==> src/rtl/core/raf_pkg.sv <==
// Package for the record admission ring FIFO.
// Holds the sizing constants and the payload and queue entry types.
// Depends on nothing; every other RTL file refers to it by scoped name.
`default_nettype none

package raf_pkg;

  localparam int unsigned QUEUE_DEPTH = 256;
  localparam int unsigned PTR_W       = $clog2(QUEUE_DEPTH);
  localparam int unsigned LEN_W       = PTR_W + 1;
  localparam int unsigned BYTE_W      = 8;
  localparam int unsigned DROP_W      = 16;
  localparam int unsigned USED_W      = 8;
  localparam int unsigned CMDQ_DEPTH  = 2;
  localparam int unsigned CMDQ_PTR_W  = $clog2(CMDQ_DEPTH);
  localparam int unsigned CMDQ_CNT_W  = $clog2(CMDQ_DEPTH + 1);

  // Item kinds carried in the mode field.
  localparam logic MODE_RECORD  = 1'b0;
  localparam logic MODE_SERVICE = 1'b1;

  typedef struct packed {
    logic              mode;
    logic [BYTE_W-1:0] data_byte;
    logic              mailbox_empty;
  } raf_in_t;

  typedef struct packed {
    logic              tx_valid;
    logic [BYTE_W-1:0] tx_byte;
    logic              record_done;
    logic              record_accepted;
    logic [DROP_W-1:0] dropped_records;
    logic [USED_W-1:0] queue_used;
  } raf_out_t;

  // A classified word as it waits between the front and the back.
  typedef struct packed {
    logic              service;
    logic              term;
    logic              enable;
    logic              mailbox_empty;
    logic [BYTE_W-1:0] data_byte;
  } raf_cmd_t;

  typedef struct packed {
    logic     valid;
    raf_cmd_t cmd;
  } raf_push_t;

  typedef struct packed {
    logic     valid;
    raf_cmd_t cmd;
  } raf_head_t;

endpackage

`default_nettype wire

==> src/rtl/core/raf_front.sv <==
// Front end of the record admission ring FIFO: input handshake, enable
// register and classification of each word. Uses raf_pkg.
`default_nettype none

module raf_front (
  input  wire logic              clk,
  input  wire logic              rst_n,
  input  wire logic              in_valid,
  output logic                   in_stall,
  input  wire raf_pkg::raf_in_t  in_payload,
  input  wire logic              cfg_we,
  input  wire logic              cfg_wdata,
  input  wire logic              q_full,
  output raf_pkg::raf_push_t     push
);

  logic enable_r;

  always_ff @(posedge clk) begin
    if (!rst_n) begin
      enable_r <= 1'b1;
    end else if (cfg_we) begin
      enable_r <= cfg_wdata;
    end
  end

  assign in_stall = q_full;

  always_comb begin
    push.valid             = in_valid && !q_full;
    push.cmd.service       = (in_payload.mode == raf_pkg::MODE_SERVICE);
    push.cmd.term          = (in_payload.data_byte == '0);
    push.cmd.enable        = enable_r;
    push.cmd.mailbox_empty = in_payload.mailbox_empty;
    push.cmd.data_byte     = in_payload.data_byte;
  end

endmodule

`default_nettype wire

==> src/rtl/core/raf_cmdq.sv <==
// Short command queue that decouples the front end from the back end.
// Two entries, push and pop in the same cycle allowed. Uses raf_pkg.
`default_nettype none

module raf_cmdq (
  input  wire logic               clk,
  input  wire logic               rst_n,
  input  wire raf_pkg::raf_push_t push,
  output logic                    full,
  output raf_pkg::raf_head_t      head,
  input  wire logic               pop
);

  raf_pkg::raf_cmd_t                    slot_r [raf_pkg::CMDQ_DEPTH];
  logic [raf_pkg::CMDQ_PTR_W-1:0]       wr_ptr_r, wr_ptr_nxt;
  logic [raf_pkg::CMDQ_PTR_W-1:0]       rd_ptr_r, rd_ptr_nxt;
  logic [raf_pkg::CMDQ_CNT_W-1:0]       count_r, count_nxt;
  logic                                 do_pop;

  assign full     = (count_r == raf_pkg::CMDQ_CNT_W'(raf_pkg::CMDQ_DEPTH));
  assign head.valid = (count_r != '0);
  assign head.cmd   = slot_r[rd_ptr_r];
  assign do_pop     = pop && head.valid;

  always_comb begin
    wr_ptr_nxt = push.valid ? wr_ptr_r + 1'b1 : wr_ptr_r;
    rd_ptr_nxt = do_pop ? rd_ptr_r + 1'b1 : rd_ptr_r;
    count_nxt  = count_r;
    if (push.valid && !do_pop) begin
      count_nxt = count_r + 1'b1;
    end else if (!push.valid && do_pop) begin
      count_nxt = count_r - 1'b1;
    end
  end

  always_ff @(posedge clk) begin
    if (!rst_n) begin
      wr_ptr_r <= '0;
      rd_ptr_r <= '0;
      count_r  <= '0;
    end else begin
      wr_ptr_r <= wr_ptr_nxt;
      rd_ptr_r <= rd_ptr_nxt;
      count_r  <= count_nxt;
    end
  end

  always_ff @(posedge clk) begin
    if (push.valid) begin
      slot_r[wr_ptr_r] <= push.cmd;
    end
  end

endmodule

`default_nettype wire

==> src/rtl/core/raf_back.sv <==
// Back end of the record admission ring FIFO: ring pointers, record staging,
// the byte store and the two result stages. Uses raf_pkg.
`default_nettype none

module raf_back (
  input  wire logic               clk,
  input  wire logic               rst_n,
  input  wire raf_pkg::raf_head_t head,
  output logic                    pop,
  output logic                    out_valid,
  input  wire logic               out_stall,
  output raf_pkg::raf_out_t       out_payload
);

  logic [raf_pkg::BYTE_W-1:0] mem [raf_pkg::QUEUE_DEPTH];
  logic [raf_pkg::BYTE_W-1:0] rd_q;

  logic [raf_pkg::PTR_W-1:0]  read_ptr_r, read_ptr_nxt;
  logic [raf_pkg::PTR_W-1:0]  commit_ptr_r, commit_ptr_nxt;
  logic [raf_pkg::PTR_W-1:0]  stage_ptr_r, stage_ptr_nxt;
  logic [raf_pkg::LEN_W-1:0]  record_len_r, record_len_nxt;
  logic [raf_pkg::PTR_W-1:0]  space_r, space_nxt;
  logic                       overflow_r, overflow_nxt;
  logic [raf_pkg::DROP_W-1:0] drop_r, drop_nxt;

  logic                       fire;
  logic                       rd_en;
  logic                       wr_en;
  logic                       start;
  logic [raf_pkg::PTR_W-1:0]  snap;
  logic [raf_pkg::PTR_W-1:0]  sp;
  logic                       done;
  logic                       accepted;
  logic [raf_pkg::PTR_W-1:0]  used;

  // Result stage waiting for the store read data, then the output register.
  logic                       pend_v_r, pend_v_nxt;
  logic                       pend_tx_r;
  logic                       pend_done_r;
  logic                       pend_acc_r;
  logic [raf_pkg::DROP_W-1:0] pend_drop_r;
  logic [raf_pkg::USED_W-1:0] pend_used_r;
  logic                       pend_move;
  logic                       out_v_r, out_v_nxt;
  raf_pkg::raf_out_t          out_r;

  assign pend_move = pend_v_r && (!out_v_r || !out_stall);
  assign fire      = head.valid && (!pend_v_r || pend_move);
  assign pop       = fire;

  always_comb begin
    read_ptr_nxt   = read_ptr_r;
    commit_ptr_nxt = commit_ptr_r;
    stage_ptr_nxt  = stage_ptr_r;
    record_len_nxt = record_len_r;
    space_nxt      = space_r;
    overflow_nxt   = overflow_r;
    drop_nxt       = drop_r;
    rd_en          = 1'b0;
    wr_en          = 1'b0;
    done           = 1'b0;
    accepted       = 1'b0;
    start          = (record_len_r == '0) && !overflow_r;
    snap           = start ? (read_ptr_r - commit_ptr_r - 1'b1) : space_r;
    sp             = start ? commit_ptr_r : stage_ptr_r;
    if (fire) begin
      if (head.cmd.service) begin
        if (head.cmd.enable && head.cmd.mailbox_empty && (read_ptr_r != commit_ptr_r)) begin
          rd_en        = 1'b1;
          read_ptr_nxt = read_ptr_r + 1'b1;
        end
      end else if (!head.cmd.enable) begin
        // A disabled record word abandons any record in progress uncounted.
        record_len_nxt = '0;
        overflow_nxt   = 1'b0;
        done           = head.cmd.term;
      end else begin
        space_nxt     = snap;
        stage_ptr_nxt = sp;
        if (head.cmd.term) begin
          done = 1'b1;
          if (overflow_r) begin
            drop_nxt = drop_r + 1'b1;
          end else begin
            commit_ptr_nxt = sp;
            accepted       = 1'b1;
          end
          record_len_nxt = '0;
          overflow_nxt   = 1'b0;
        end else if (record_len_r >= {1'b0, snap}) begin
          overflow_nxt = 1'b1;
        end else begin
          wr_en          = 1'b1;
          stage_ptr_nxt  = sp + 1'b1;
          record_len_nxt = record_len_r + 1'b1;
        end
      end
    end
    used = commit_ptr_nxt - read_ptr_nxt;
  end

  always_ff @(posedge clk) begin
    if (!rst_n) begin
      read_ptr_r   <= '0;
      commit_ptr_r <= '0;
      stage_ptr_r  <= '0;
      record_len_r <= '0;
      space_r      <= '0;
      overflow_r   <= 1'b0;
      drop_r       <= '0;
    end else begin
      read_ptr_r   <= read_ptr_nxt;
      commit_ptr_r <= commit_ptr_nxt;
      stage_ptr_r  <= stage_ptr_nxt;
      record_len_r <= record_len_nxt;
      space_r      <= space_nxt;
      overflow_r   <= overflow_nxt;
      drop_r       <= drop_nxt;
    end
  end

  // Staged bytes never share an address with unread committed bytes, so the
  // write and read ports never collide on one entry.
  always_ff @(posedge clk) begin
    if (wr_en) begin
      mem[sp] <= head.cmd.data_byte;
    end
    if (rd_en) begin
      rd_q <= mem[read_ptr_r];
    end
  end

  always_comb begin
    pend_v_nxt = pend_v_r;
    if (fire) begin
      pend_v_nxt = 1'b1;
    end else if (pend_move) begin
      pend_v_nxt = 1'b0;
    end
    out_v_nxt = out_v_r;
    if (pend_move) begin
      out_v_nxt = 1'b1;
    end else if (!out_stall) begin
      out_v_nxt = 1'b0;
    end
  end

  always_ff @(posedge clk) begin
    if (!rst_n) begin
      pend_v_r <= 1'b0;
      out_v_r  <= 1'b0;
    end else begin
      pend_v_r <= pend_v_nxt;
      out_v_r  <= out_v_nxt;
    end
  end

  always_ff @(posedge clk) begin
    if (fire) begin
      pend_tx_r   <= rd_en;
      pend_done_r <= done;
      pend_acc_r  <= accepted;
      pend_drop_r <= drop_nxt;
      pend_used_r <= raf_pkg::USED_W'(used);
    end
    // rd_q only changes when a new word fires, and that happens no earlier
    // than the edge at which the waiting word leaves, so it is still valid here.
    if (pend_move) begin
      out_r.tx_valid        <= pend_tx_r;
      out_r.tx_byte         <= pend_tx_r ? rd_q : '0;
      out_r.record_done     <= pend_done_r;
      out_r.record_accepted <= pend_acc_r;
      out_r.dropped_records <= pend_drop_r;
      out_r.queue_used      <= pend_used_r;
    end
  end

  assign out_valid   = out_v_r;
  assign out_payload = out_r;

endmodule

`default_nettype wire

==> src/rtl/core/record_admit_ring_fifo.sv <==
// Record admission ring FIFO: a byte ring buffer that admits whole
// zero-terminated records and drains one byte per service word.
// Top level; instantiates raf_front, raf_cmdq and raf_back, uses raf_pkg.
//
// Input words carry a mode bit: a record byte (zero ends the record) or a
// service tick that moves one committed byte into the mailbox when the
// consumer's mailbox is empty. Every input word gives exactly one result
// word, in order. A record is committed whole at its terminator if it fitted
// in the free space seen at its first byte; otherwise it is dropped and the
// 16-bit drop counter advances. Clearing cfg_wdata through cfg_we stops
// draining and rejects records without counting them.
// Throughput is one word per cycle while the receiver does not stall; each
// word makes the pointer update and at most one store access in the back end.
// A result passes in turn through the command queue, the store read stage and
// the output register. When the receiver stalls, the output register, the read
// stage and the two-entry command queue fill up in turn before in_stall rises.
// Reset clears the pointers, the record state, the drop counter and sets
// enable; the byte store itself is not cleared, as only written entries are
// ever read.
`default_nettype none

module record_admit_ring_fifo (
  input  wire logic              clk,
  input  wire logic              rst_n,
  input  wire logic              in_valid,
  output logic                   in_stall,
  input  wire raf_pkg::raf_in_t  in_payload,
  output logic                   out_valid,
  input  wire logic              out_stall,
  output raf_pkg::raf_out_t      out_payload,
  input  wire logic              cfg_we,
  input  wire logic              cfg_wdata
);

  raf_pkg::raf_push_t push;
  raf_pkg::raf_head_t head;
  logic               q_full;
  logic               pop;

  raf_front u_front (
    .clk        (clk),
    .rst_n      (rst_n),
    .in_valid   (in_valid),
    .in_stall   (in_stall),
    .in_payload (in_payload),
    .cfg_we     (cfg_we),
    .cfg_wdata  (cfg_wdata),
    .q_full     (q_full),
    .push       (push)
  );

  raf_cmdq u_cmdq (
    .clk   (clk),
    .rst_n (rst_n),
    .push  (push),
    .full  (q_full),
    .head  (head),
    .pop   (pop)
  );

  raf_back u_back (
    .clk         (clk),
    .rst_n       (rst_n),
    .head        (head),
    .pop         (pop),
    .out_valid   (out_valid),
    .out_stall   (out_stall),
    .out_payload (out_payload)
  );

endmodule

`default_nettype wire

==> config.mk <==
export PLATFORM = sky130hd
export DESIGN_NAME = record_admit_ring_fifo
export DESIGN_NICKNAME = d
export VERILOG_FILES = /design/src/rtl/core/raf_pkg.sv /design/src/rtl/core/raf_front.sv /design/src/rtl/core/raf_cmdq.sv /design/src/rtl/core/raf_back.sv /design/src/rtl/core/record_admit_ring_fifo.sv
export SDC_FILE = /design/constraint.sdc
export NUM_CORES = 2
export LEC_CHECK = 0
export CAP_MARGIN = 20
export CORE_ASPECT_RATIO = 1.5
export CORE_MARGIN = 10
export CORE_UTILIZATION = 57
export DETAILED_ROUTE_END_ITERATION = 7
export DONT_BUFFER_PORTS = 1
export PLACE_DENSITY = 0.76
export SYNTH_ARGS = -nofsm -noshare
export SYNTH_HDL_FRONTEND = slang
export SYNTH_SLANG_ARGS = --single-unit
export TNS_END_PERCENT = 100
==> constraint.sdc <==
create_clock -name clk -period 4.7 [get_ports clk]
set_clock_uncertainty 0.2 [all_clocks]
set_input_delay 0.705 -clock clk [delete_from_list [all_inputs] [get_ports clk]]
set_output_delay 0.705 -clock clk [all_outputs]
set_load 0.1 [all_outputs]
==> results.cfg <==
[global_route]
grt_max_degree = 143
grt_pass1_wl_mm = 346
grt_pass1_vias = 49100
grt_antenna_before_repair = 4
gr-total-overflow = 0
grt_usage = 0.281

[die]
rows = 176
die_w_um = 340
start_util = 0.572
die_area_um2 = 170000
fp.coreArea_um2 = 153000
ioPinCount = 53
dieHeight_um = 500

[finish]
seq_area_um2 = 65700
fin_util = 0.654
area_growth_syn_to_layout_pct = 14.3
fill_cells = 9690
final_area_um2 = 100000
multiInputGateArea_um2 = 20400
final_nets = 5229
final_cells = 7385
drive_above_1_share = 0.236

[synth]
synth_cell_type_count = 79
yosys_warnings = 0
netlist_instances = 4722
synth-edff-count = 2142
synth_flop_cell = edfxtp_1
async_flop_share = 0
synth.net_count = 4771
syn_area_per_cell_um2 = 18.5
yosysSeqAreaShare = 0.750
synth-seq-cells = 2208
syn_area_um2 = 87600

[timing]
finalHoldViolations = 0
worstMarginPinSlew_ns = 1.26
setup_viol = 0
period_needed_ns = 4.65
fmax_mhz = 215
finalCritPeriodShare = 0.989
maxSlewHeadroom = 0.156
slew_viol_final = 0

[pwr]
internal_power_w = 0.0337
leakage_nw = 31.2
power_switching_w = 0.0106
ir_drop_v = 0.000753
power_density_nw_per_um2 = 443
p_sw_frac = 0.240
seqPwrFrac = 0.547
combPwrFrac = 0.085
clkPwrFrac = 0.368

[clock_network]
cts_root_buffer = clkbuf_16
cts_tree = built
insertion_delay_ns = 0.84
cts.sinks = 2208
htree_levels = 4
clockBufferDepth = 3
numCtsBuffers = 185
path_clk_slew_ns = 0.07

[place]
placed_area_um2 = 93100
dp_hpwl_mm = 153
gp_congestion = 0.979
port_buffers = 0
dpl.cell_count = 7014

[detailed_routing]
via_count = 49400
drtIter0Drc = 6713
wl_mm = 245
wire_per_inst_um = 33.1
detail-route-antenna-nets = 0
drt_pass1_iterations = 7
vias_per_cell = 6.69
drc = 0

[worst_hold_path]
hold_path.class = in2reg

[job]
drv_cap = 0

[worst_setup_path]
cp-end-kind = flip-flop
path_cells = buf_12, buf_4, mux4_2, a2111oi_0, or4_1, nor4_1, nand4b_1, buf_4, a211oi_1
cp.arrival_ns = 5.02
path_common_cell = buf_4
path_delay_family = buffers and inverters
cp-start-kind = flip-flop
crit_buf_inv = 3
max_stage_delay_ns = 1.08
required_ns = 5.07
crit_fanout = 62
crit_type = reg2reg
slowest_stage = a2111oi_0

[run_status]
status = finished, final reports clean
==> worst paths after layout <==
check                           cells past startpoint  slack, ns                   from               endpoint
worst min register to register                      0       0.21  u_back.pend_used_r[3]  u_back.out_payload[3]
worst max-delay path                                9       0.05   u_back.read_ptr_r[0]         u_back.rd_q[2]
worst max register to register                      9       0.05   u_back.read_ptr_r[0]         u_back.rd_q[2]
worst min-delay path                                2       0.17              out_stall        u_back.pend_v_r
==> through the flow <==
stage | setup WS [ns] | total power (W) | setup TNS [ns] | hold slack (ns)
6_report | 0.0534 | 0.0444 | 0 | 0.171
5_1_grt | -0.0135 | 0.0453 | -0.0607 | 0.185
4_1_cts | 0.000869 | 0.0443 | 0 | 0.127
3_5_place_dp | 0.0546 | 0.0283 | 0 | 0.205
3_3_place_gp | 0.0594 | 0.0282 | 0 | 0.201
2_1_floorplan | -0.131 | 0.0265 | -101.91 | 0.200
==> per-layer routing <==
layer / global-route usage / share of wire / vias up
li1: - / - / 20000
met1: 0.319 / 0.31 / 25000
met2: 0.462 / 0.49 / 3502
met3: 0.0624 / 0.10 / 873
met4: 0.221 / 0.096 / 6
met5: 0.00310 / 0.00068 / -
==> cell usage after synthesis, types with 37 or more instances <==
cell      number  area (um2)
a211oi_1      39         293
a21oi_1      127         636
a22oi_1       58         435
and2_1        37         231
buf_2         61         305
clkbuf_1     119         447
dfxtp_1       66        1320
edfxtp_1    2142       64300
mux2i_1      399        3990
mux4_2       307        6910
nand2_1      105         394
nand3_1       60         300
nor2_1       357        1340
nor3_1       113         566
o21ai_0       47         235
o221ai_1     107         937
o22ai_1       64         400
==> flip-flops by register name (all words and copies together) (netlist names), 2 cells and up, named ones only <==
name	flops
u_back.stage_ptr_r	8
u_back.pend_drop_r	16
u_back.read_ptr_r	8
u_back.space_r	8
u_back.out_payload	35
u_back.mem	2048
u_cmdq.slot_r	24
u_back.pend_used_r	8
u_back.commit_ptr_r	8
u_back.rd_q	8
u_back.record_len_r	9
u_cmdq.count_r	2
u_back.drop_r	16
==> layout make-up <==
type,count,share of cell area
Antenna cell,5,0.000125
Clock buffer,218,0.0485
Clock inverter,122,0.0156
Inverter,32,0.00125
Multi-Input combinational cell,2192,0.204
Sequential cell,2208,0.656
Tap cell,2047,0.0256
Timing Repair Buffer,561,0.0492
==> worst reg2reg max path: stages (launching register included) <==
cell and delay (ns):
dfxtp_4 0.36, buf_12 0.39, buf_4 0.96, mux4_2 0.67, a2111oi_0 1.08, or4_1 0.23
nor4_1 0.05, nand4b_1 0.19, buf_4 0.18, a211oi_1 0.06
==> logic make-up (layout without fill, tap and decap cells) <==
| kind of cell | count (synthesis) | in the layout | share of synthesized area |
|---|---|---|---|
| muxes | 746 | 746 | 0.131 |
| and+or+nand+nor | 822 | 822 | 0.0441 |
| other | 0 | 5 | 0 |
| buffers and inverters | 322 | 933 | 0.0220 |
| DFF | 2208 | 2208 | 0.750 |
| xor gates and xnor gates | 41 | 41 | 0.00410 |
| adders and majority gates | 33 | 33 | 0.00489 |
| AOI/OAI and AO/OA | 550 | 550 | 0.0439 |
==> cells in the final DEF (no fill, tap or decap), types with 104 or more instances in the layout <==
master,n
a21oi_1,125
buf_4,481
clkbuf_16,193
edfxtp_1,2142
mux2i_1,399
mux4_2,307
nand2_1,104
nor2_1,319
nor3_1,112
o221ai_1,107
==> power by group through the flow <==
stage / Clock [W] / Sequential [W] / Combinational [W]
2_1_floorplan: 0 / 0.0248 / 0.00171
6_report: 0.0163 / 0.0243 / 0.00379
3_5_place_dp: 0 / 0.0247 / 0.00361
5_1_grt: 0.0171 / 0.0243 / 0.00397
3_3_place_gp: 0 / 0.0247 / 0.00349
4_1_cts: 0.0164 / 0.0243 / 0.00364
==> what timing repair did <==
item,4_1_cts,5_1_grt
setup buffers,0,2
resized for setup,0,67
hold endpoints to repair,55,0
hold buffers,15,0
endpoints found under the setup margin,0,1944
Power figures use the tool's default switching activity.
